**src/rtl/updec_pkg.sv**
```systemverilog
package updec_pkg;

	localparam int CountWidth = 16;
	localparam int QDepth     = 4;
	localparam int QPtrWidth  = $clog2(QDepth);

	typedef logic [CountWidth-1:0] count_t;

	// Configuration register indexes.
	localparam logic CfgFormMode = 1'b0;
	localparam logic CfgOutLimit = 1'b1;

	localparam logic [7:0] ChPercent = 8'h25;
	localparam logic [7:0] ChPlus    = 8'h2B;
	localparam logic [7:0] ChSpace   = 8'h20;

	typedef enum logic [1:0] {
		LvlNone,
		LvlPct,
		LvlDigit
	} level_t;

	// One classified input transaction: up to three decoded bytes, already truncated.
	typedef struct packed {
		logic [2:0][7:0] bytes;
		logic [1:0]      n;
		logic            last;
		count_t          base;
	} entry_t;

	function automatic logic is_hex(input logic [7:0] c);
		return (c inside {[8'h30:8'h39], [8'h41:8'h46], [8'h61:8'h66]});
	endfunction

	// Valid only for hex digits; letters of either case have bit 6 set.
	function automatic logic [3:0] hex_val(input logic [7:0] c);
		return c[6] ? (c[3:0] + 4'd9) : c[3:0];
	endfunction

endpackage

```
**src/rtl/updec_in_if.sv**
```systemverilog
interface updec_in_if;
	logic       valid;
	logic       ready;
	logic [7:0] in_byte;
	logic       in_last;

	modport source (output valid, output in_byte, output in_last, input ready);
	modport sink (input valid, input in_byte, input in_last, output ready);
endinterface

```
**src/rtl/updec_out_if.sv**
```systemverilog
interface updec_out_if import updec_pkg::*; ();
	logic       valid;
	logic       ready;
	logic [7:0] out_byte;
	logic       byte_valid;
	logic       run_last;
	logic       string_end;
	count_t     out_count;

	modport source (output valid, output out_byte, output byte_valid, output run_last,
		output string_end, output out_count, input ready);
	modport sink (input valid, input out_byte, input byte_valid, input run_last,
		input string_end, input out_count, output ready);
endinterface

```
**src/rtl/updec_front.sv**
```systemverilog
module updec_front import updec_pkg::*; (
	input  logic       clk,
	input  logic       arst_n,
	input  logic       form_mode,
	input  count_t     out_limit,
	updec_in_if.sink   src,
	input  logic       q_full,
	output logic       push,
	output entry_t     push_entry
);

	level_t          lvl_q, lvl_d;
	logic [7:0]      held_q, held_d;
	count_t          count_q, count_d;
	logic            accept;
	logic            done;
	logic            hex_b;
	logic [1:0]      nraw, nsent;
	logic [2:0][7:0] cand;
	logic [7:0]      plain_b;
	count_t          room;

	assign src.ready = !q_full;
	assign accept    = src.valid && src.ready;
	assign hex_b     = is_hex(src.in_byte);
	assign plain_b   = (form_mode && src.in_byte == ChPlus) ? ChSpace : src.in_byte;

	always_comb begin
		lvl_d  = LvlNone;
		held_d = held_q;
		done   = 1'b0;
		nraw   = 2'd0;
		cand   = '0;
		case (lvl_q)
			LvlDigit: begin
				if (hex_b) begin
					cand[0] = {hex_val(held_q), hex_val(src.in_byte)};
					nraw    = 2'd1;
					done    = 1'b1;
				end else begin
					cand[0] = ChPercent;
					cand[1] = held_q;
					nraw    = 2'd2;
				end
			end
			LvlPct: begin
				if (hex_b && !src.in_last) begin
					held_d = src.in_byte;
					lvl_d  = LvlDigit;
					done   = 1'b1;
				end else begin
					cand[0] = ChPercent;
					nraw    = 2'd1;
				end
			end
			default: ;
		endcase
		if (!done) begin
			if (src.in_byte == ChPercent && !src.in_last) begin
				lvl_d = LvlPct;
			end else begin
				case (nraw)
					2'd0: cand[0] = plain_b;
					2'd1: cand[1] = plain_b;
					default: cand[2] = plain_b;
				endcase
				nraw = nraw + 2'd1;
			end
		end

		// Bytes beyond the limit are dropped; the earliest ones go out first.
		room = (count_q >= out_limit) ? '0 : (out_limit - count_q);
		if (room < count_t'(nraw))
			nsent = room[1:0];
		else
			nsent = nraw;
		count_d = count_q + count_t'(nsent);

		if (src.in_last) begin
			lvl_d   = LvlNone;
			held_d  = '0;
			count_d = '0;
		end
	end

	always_ff @(posedge clk or negedge arst_n) begin
		if (!arst_n) begin
			lvl_q   <= LvlNone;
			held_q  <= '0;
			count_q <= '0;
		end else if (accept) begin
			lvl_q   <= lvl_d;
			held_q  <= held_d;
			count_q <= count_d;
		end
	end

	assign push             = accept && (nsent != 2'd0 || src.in_last);
	assign push_entry.bytes = cand;
	assign push_entry.n     = nsent;
	assign push_entry.last  = src.in_last;
	assign push_entry.base  = count_q;

endmodule

```
**src/rtl/updec_queue.sv**
```systemverilog
module updec_queue import updec_pkg::*; (
	input  logic   clk,
	input  logic   arst_n,
	input  logic   push,
	input  entry_t push_entry,
	input  logic   pop,
	output entry_t head,
	output logic   empty,
	output logic   full
);

	entry_t               mem_q [QDepth];
	logic [QPtrWidth-1:0] wr_ptr_q, rd_ptr_q;
	logic [QPtrWidth:0]   fill_q;

	assign empty = (fill_q == '0);
	assign full  = (fill_q == (QPtrWidth+1)'(QDepth));
	assign head  = mem_q[rd_ptr_q];

	always_ff @(posedge clk) begin
		if (push)
			mem_q[wr_ptr_q] <= push_entry;
	end

	always_ff @(posedge clk or negedge arst_n) begin
		if (!arst_n) begin
			wr_ptr_q <= '0;
			rd_ptr_q <= '0;
			fill_q   <= '0;
		end else begin
			if (push)
				wr_ptr_q <= wr_ptr_q + 1'b1;
			if (pop)
				rd_ptr_q <= rd_ptr_q + 1'b1;
			if (push && !pop)
				fill_q <= fill_q + 1'b1;
			else if (pop && !push)
				fill_q <= fill_q - 1'b1;
		end
	end

endmodule

```
**src/rtl/updec_back.sv**
```systemverilog
module updec_back import updec_pkg::*; (
	input  logic        clk,
	input  logic        arst_n,
	input  entry_t      head,
	input  logic        empty,
	output logic        pop,
	updec_out_if.source dst
);

	logic [1:0] k_q;
	logic [1:0] last_idx;
	logic       fin;
	logic       load;
	logic       has_byte;

	logic       valid_q;
	logic [7:0] byte_q;
	logic       byte_valid_q;
	logic       run_last_q;
	logic       string_end_q;
	count_t     count_q;

	assign has_byte = (head.n != 2'd0);
	assign last_idx = has_byte ? (head.n - 2'd1) : 2'd0;
	assign fin      = (k_q == last_idx);
	assign load     = !empty && (!valid_q || dst.ready);
	assign pop      = load && fin;

	always_ff @(posedge clk or negedge arst_n) begin
		if (!arst_n) begin
			valid_q <= 1'b0;
			k_q     <= '0;
		end else begin
			if (load)
				valid_q <= 1'b1;
			else if (dst.ready)
				valid_q <= 1'b0;
			if (load)
				k_q <= fin ? 2'd0 : (k_q + 2'd1);
		end
	end

	// An entry with no bytes is the empty final result of a string.
	always_ff @(posedge clk) begin
		if (load) begin
			byte_q       <= has_byte ? head.bytes[k_q] : 8'd0;
			byte_valid_q <= has_byte;
			run_last_q   <= fin;
			string_end_q <= head.last && fin;
			count_q      <= head.base + count_t'(k_q) + count_t'(has_byte);
		end
	end

	assign dst.valid      = valid_q;
	assign dst.out_byte   = byte_q;
	assign dst.byte_valid = byte_valid_q;
	assign dst.run_last   = run_last_q;
	assign dst.string_end = string_end_q;
	assign dst.out_count  = count_q;

`ifndef SYNTHESIS
	a_pop_not_empty: assert property (@(posedge clk) disable iff (!arst_n)
		pop |-> !empty) else $error("pop from empty queue");

	a_index_in_range: assert property (@(posedge clk) disable iff (!arst_n)
		(!empty && has_byte) |-> (k_q < head.n)) else $error("byte index past entry");

	a_empty_result_ends: assert property (@(posedge clk) disable iff (!arst_n)
		(valid_q && !byte_valid_q) |-> (run_last_q && string_end_q))
		else $error("result without byte that does not end the string");
`endif

endmodule

```
**src/rtl/url_percent_decode_top.sv**
```systemverilog
// URL percent decoder. Takes one encoded byte per transaction on src and returns decoded
// bytes on dst, one result per transaction; one input can cause up to three results
// (a held '%' and digit flushed before a plain byte). The front end classifies and accepts
// one input per cycle while its four-entry queue has room; the back end drains the queue
// at one result per cycle while dst is ready. Results are registered in the queue and then,
// one at a time, in the back end's output register. The final input of a string (in_last)
// always ends with a result that has string_end set and carries the decoded length in
// out_count; if nothing was decoded by it, that result has byte_valid low. Decoded bytes
// beyond out_limit are dropped silently. Configuration: index 0 is form_mode ('+' decodes
// to space), index 1 is out_limit.
module url_percent_decode_top import updec_pkg::*; (
	input  logic        clk,
	input  logic        arst_n,
	input  logic        cfg_we,
	input  logic        cfg_index,
	input  logic [15:0] cfg_data,
	updec_in_if.sink    src,
	updec_out_if.source dst
);

	logic   form_mode_q;
	count_t out_limit_q;
	logic   push, pop, empty, full;
	entry_t push_entry, head;

	always_ff @(posedge clk or negedge arst_n) begin
		if (!arst_n) begin
			form_mode_q <= 1'b0;
			out_limit_q <= '1;
		end else if (cfg_we) begin
			case (cfg_index)
				CfgFormMode: form_mode_q <= cfg_data[0];
				CfgOutLimit: out_limit_q <= cfg_data[CountWidth-1:0];
				default: ;
			endcase
		end
	end

	updec_front u_front (
		.clk        (clk),
		.arst_n     (arst_n),
		.form_mode  (form_mode_q),
		.out_limit  (out_limit_q),
		.src        (src),
		.q_full     (full),
		.push       (push),
		.push_entry (push_entry)
	);

	updec_queue u_queue (
		.clk        (clk),
		.arst_n     (arst_n),
		.push       (push),
		.push_entry (push_entry),
		.pop        (pop),
		.head       (head),
		.empty      (empty),
		.full       (full)
	);

	updec_back u_back (
		.clk    (clk),
		.arst_n (arst_n),
		.head   (head),
		.empty  (empty),
		.pop    (pop),
		.dst    (dst)
	);

endmodule
```
**src/flat_wrapper.sv**
```systemverilog
// flat-port wrapper written by rule: the top's interface ports become plain ports
module url_percent_decode_top_flat import updec_pkg::*;
  (clk, arst_n, cfg_we, cfg_index, cfg_data, src_valid, src_in_byte, src_in_last, src_ready, dst_valid, dst_out_byte, dst_byte_valid, dst_run_last, dst_string_end, dst_out_count, dst_ready);
  updec_in_if src_i ();
  updec_out_if dst_i ();
  input  logic clk;
  input  logic arst_n;
  input  logic cfg_we;
  input  logic cfg_index;
  input  logic [15:0] cfg_data;
  input wire logic [$bits(src_i.valid)-1:0] src_valid;
  input wire logic [$bits(src_i.in_byte)-1:0] src_in_byte;
  input wire logic [$bits(src_i.in_last)-1:0] src_in_last;
  output wire logic [$bits(src_i.ready)-1:0] src_ready;
  output wire logic [$bits(dst_i.valid)-1:0] dst_valid;
  output wire logic [$bits(dst_i.out_byte)-1:0] dst_out_byte;
  output wire logic [$bits(dst_i.byte_valid)-1:0] dst_byte_valid;
  output wire logic [$bits(dst_i.run_last)-1:0] dst_run_last;
  output wire logic [$bits(dst_i.string_end)-1:0] dst_string_end;
  output wire logic [$bits(dst_i.out_count)-1:0] dst_out_count;
  input wire logic [$bits(dst_i.ready)-1:0] dst_ready;
  assign src_i.valid = src_valid;
  assign src_i.in_byte = src_in_byte;
  assign src_i.in_last = src_in_last;
  assign src_ready = src_i.ready;
  assign dst_valid = dst_i.valid;
  assign dst_out_byte = dst_i.out_byte;
  assign dst_byte_valid = dst_i.byte_valid;
  assign dst_run_last = dst_i.run_last;
  assign dst_string_end = dst_i.string_end;
  assign dst_out_count = dst_i.out_count;
  assign dst_i.ready = dst_ready;
  url_percent_decode_top u_core (.clk(clk), .arst_n(arst_n), .cfg_we(cfg_we), .cfg_index(cfg_index), .cfg_data(cfg_data), .src(src_i), .dst(dst_i));
endmodule
```
**config.mk**
```make
export PLATFORM = sky130hd
export DESIGN_NAME = url_percent_decode_top_flat
export DESIGN_NICKNAME = d
export VERILOG_FILES = /design/src/rtl/updec_pkg.sv /design/src/rtl/updec_in_if.sv /design/src/rtl/updec_out_if.sv /design/src/rtl/updec_front.sv /design/src/rtl/updec_queue.sv /design/src/rtl/updec_back.sv /design/src/rtl/url_percent_decode_top.sv /design/src/flat_wrapper.sv
export SDC_FILE = /design/constraint.sdc
export NUM_CORES = 1
export LEC_CHECK = 0
export BUFFER_PORTS_ARGS = -buffer_cell sky130_fd_sc_hd__buf_2
export CORE_MARGIN = 5
export CORE_UTILIZATION = 50
export CTS_BUF_LIST = sky130_fd_sc_hd__clkbuf_4
export DETAILED_ROUTE_END_ITERATION = 12
export GPL_ROUTABILITY_DRIVEN = 0
export MAX_ROUTING_LAYER = met4
export PLACE_DENSITY = 0.67
export SYNTH_ARGS = -nofsm -noshare
export SYNTH_HDL_FRONTEND = slang
export SYNTH_SLANG_ARGS = --single-unit
```
**constraint.sdc**
```tcl
create_clock -name clk -period 8.5 [get_ports clk]
set_input_delay 1.7 -clock clk [delete_from_list [all_inputs] [get_ports clk]]
set_output_delay 1.7 -clock clk [all_outputs]
set_load 0.03 [all_outputs]
```
==> out/results.ini <==
[worst_setup_path]
cp.arrival_ps = 5940
timing.critical_path.cells = buf_2, inv_1, ha_1, nor3b_1, o41ai_1, nand3_1, and2_1, ha_1, a22o_1, nand4_1, or4b_4, o211ai_2, o31a_4, and2_2
slowest_delay_ps = 930
setup.worst_path.class = in -> reg
critical-path-top-delay-family = simple AND/OR/NAND/NOR gates
path_buf_inv = 2
worst_r2r_startpoint = u_core.u_front.count_q[0]$_DFFE_PN0P_
reg2reg_slack_ps = 3520
worst_setup_path_start_kind = primary input
cell_repeated_most_along_the_worst_path = sky130_fd_sc_hd__ha_1
cp_data_required_time_ps = 8730
timing.critical_path.to_type = flop
cpMaxStageDelayCell = sky130_fd_sc_hd__and2_2
critical_path_peak_fanout = 43
rr_worst_depth = 13
critical_path.reg2reg.endpoint = u_core.u_queue.mem_q[3][37]$_DFFE_PP_

[drt]
wl_met1_um = 10800
wire_length_on_met3_um = 1370
antenna_left = 0
vias_per_cell = 5.47
detail_route.wl_per_cell_um = 17.8
finalWirelength_um = 23100
drc = 0
drt_first_iter_violations = 372
drt_pre_antenna_iters = 5
vias = 7100
route.top_layer_used = met4
met2WireLength_um = 10600

[run_status]
run_status = finished, final reports clean

[place]
place.detailed.hpwl_um = 15300
numPortBuffers = 59
post-place-cells = 1176

[yosys]
post_synth.cell_area_avg_um2 = 14.2
netlist_instances = 822
synth_seq_cells = 252
number_of_flops_mapped_to_enable_cells_by_yosys = 199
synth_top_flop_cell = sky130_fd_sc_hd__edfxtp_1
yosysWarningCount = 0
post_synth_instance_area_um2 = 11700
ys_seq_area_share_pct = 62.7
syn-num-nets = 890
synth_async_sr_flop_share_pct = 21.0
yosys.cell_types.count = 69

[worst_hold_path]
timing.hold.worst.class = reg -> reg
hold_start = u_core.u_queue.fill_q[2]$_DFFE_PN0P_
worstHoldEndpoint = u_core.u_queue.fill_q[2]$_DFFE_PN0P_
worst_hold_path.num_cells = 1

[global_routing]
grt_start_max_net_pins = 54
grt_pass1_wl_um = 38000
first_global_vias = 7404
grt-ovfl-total = 0
antenna_violations_before_repair = 1
groute.usage.overall_pct = 18.8

[sta]
setup_repair_after_global_routing_missed_its_margin = no
fin_crit_ps = 5710
setup_total_negative_slack_ps = 0
slew-limit-headroom_pct = 22.8
fin_hold_ws_ps = 505
fin_crit_sh_pct = 67.1
final-hold-violation-count = 0
worst_clock_skew_ps = 35.2
worst_slew_pin_slew_ps = 1160
setup_viol = 0
timing.fmax_mhz = 175
finalMaxSlewViolations = 0

[power_and_ir_drop]
vdd_ir_drop_max_mv = 0.151
p_clk_share_pct = 26.4
seqPwrFrac_pct = 42.8
power_density_over_cell_area_nw_per_um2 = 324
comb_power_share_pct = 30.9
netSwitchingPower_uw = 1390
switching_fraction_pct = 32.4
static-leakage-power_uw = 0.00493
internal_power_uw = 2910

[floorplanning]
initial_core_util_pct = 50.2
die_w_um = 163
die_extent_in_y_um = 163
number_of_top_level_pins = 60
floorplan.die_area_um2 = 26500
core_area_um2 = 23300
floorplan.rows = 56

[clocking]
number_of_buffers_added_by_the_clock_tree_synthesis_step = 67
cts_htree_levels = 3
post_cts_resized = 0
clk_latency_ps = 650
tritoncts = yes
clk_path_buf_depth = 3
clock_sink_count = 252
cts_hold_buffers = 0
ctsRootBufferMaster = sky130_fd_sc_hd__clkbuf_4
postCtsSetupRepairBufs = 0
clk_transition_reported_paths_ps = 70

[finish]
mostFrequentLayoutCell = sky130_fd_sc_hd__edfxtp_1
multi_input_comb_area_um2 = 4130
nNetsFinal = 994
ff_latch_area_um2 = 7320
finish.utilization_pct = 57.0
filler_cell_count = 1965
most_used_cells_in_the_layout_excluding_fill_and_tap_cells = sky130_fd_sc_hd__edfxtp_1 (199), sky130_fd_sc_hd__clkbuf_4 (99), sky130_fd_sc_hd__nand2_1 (74)
fin_cells = 1299
area.growth.synth_to_final_pct = 13.5
drive_gt1_share_pct = 27.9

[run]
max-cap-violations = 0

worst max path at each step:
stage / startpoint / end / slack, ps / cells past startpoint
floorplan: src_in_byte[1] / u_core.u_queue.mem_q[0][0]$_DFFE_PP_ / 2640 / 13
global placement: src_in_byte[0] / u_core.u_queue.mem_q[0][27]$_DFFE_PP_ / 2240 / 14
detailed placement: src_in_byte[0] / u_core.u_queue.mem_q[3][28]$_DFFE_PP_ / 2180 / 14
CTS: src_in_byte[0] / u_core.u_queue.mem_q[1][26]$_DFFE_PP_ / 2850 / 14
global route: src_in_byte[0] / u_core.u_queue.mem_q[3][2]$_DFFE_PP_ / 2490 / 14
finish: src_in_byte[0] / u_core.u_queue.mem_q[3][37]$_DFFE_PP_ / 2790 / 14
power groups by stage:
| stage | logic, uW | clock network [uW] | registers (uW) |
|---|---|---|---|
| floorplan | 919 | 0 | 1950 |
| global placement | 1330 | 0 | 1860 |
| detailed placement | 1350 | 0 | 1870 |
| CTS | 1350 | 1180 | 1850 |
| global route | 1470 | 1250 | 1870 |
| finish | 1330 | 1130 | 1840 |
cells in the mapped netlist, types with 20 or more instances:
| master | number | area (um^2) |
|---|---|---|
| sky130_fd_sc_hd__o21ai_0 | 32 | 160 |
| sky130_fd_sc_hd__xnor2_1 | 28 | 245 |
| sky130_fd_sc_hd__inv_1 | 34 | 128 |
| sky130_fd_sc_hd__clkbuf_1 | 20 | 75.1 |
| sky130_fd_sc_hd__mux4_2 | 43 | 968 |
| sky130_fd_sc_hd__nor2_1 | 58 | 218 |
| sky130_fd_sc_hd__nand3_1 | 24 | 120 |
| sky130_fd_sc_hd__nand2_1 | 74 | 278 |
| sky130_fd_sc_hd__edfxtp_1 | 199 | 5980 |
| sky130_fd_sc_hd__ha_1 | 32 | 400 |
| sky130_fd_sc_hd__dfrtp_1 | 37 | 926 |
| sky130_fd_sc_hd__a21oi_1 | 29 | 145 |
cell type report:
class,count,area share [%]
multi-input combinational,507,31.1
tap,319,3.01
clock buffer,99,5.60
inverter,34,0.962
timing repair buffer,64,2.51
antenna,2,0.0377
clock inverter,22,1.49
sequential,252,55.2
registers in the layout, summed over array words and instances, names as in the netlist, 3 cells and up:
name and flops:
u_core.u_queue.mem_q 172, u_core.out_limit_q 16, u_core.u_back.dst.out_count 16, u_core.u_front.count_q 16
u_core.u_back.dst.out_byte 8, u_core.u_front.held_q 8, u_core.u_queue.fill_q 3
kinds of logic (layout without fill, tap and decap cells):
| logic type | after synthesis | count (layout) | share of synthesized area (%) |
|---|---|---|---|
| fa+ha+maj | 37 | 37 | 4.28 |
| other cells | 0 | 2 | 0 |
| xor+xnor | 44 | 44 | 3.30 |
| mux | 76 | 76 | 11.4 |
| compound gates | 120 | 120 | 6.81 |
| flops | 252 | 252 | 62.7 |
| simple gates | 230 | 230 | 9.46 |
| buf+inv | 63 | 219 | 2.11 |
layer usage:
layer	vias up	GRT usage, %
met1	3491	25.7
met2	200	28.5
li1	3377	-
met5	-	-
met4	0	6.06
met3	32	4.00
metrics by stage:
step           area [um^2]  worst slack [ps]  power [uW]
6_report             13300              2790        4300
5_1_grt              13300              2490        4590
4_1_cts              13300              2850        4380
3_5_place_dp         12300              2180        3220
3_3_place_gp         12300              2240        3190
2_1_floorplan        11700              2640        2860
(Power assumes the default switching activity.)
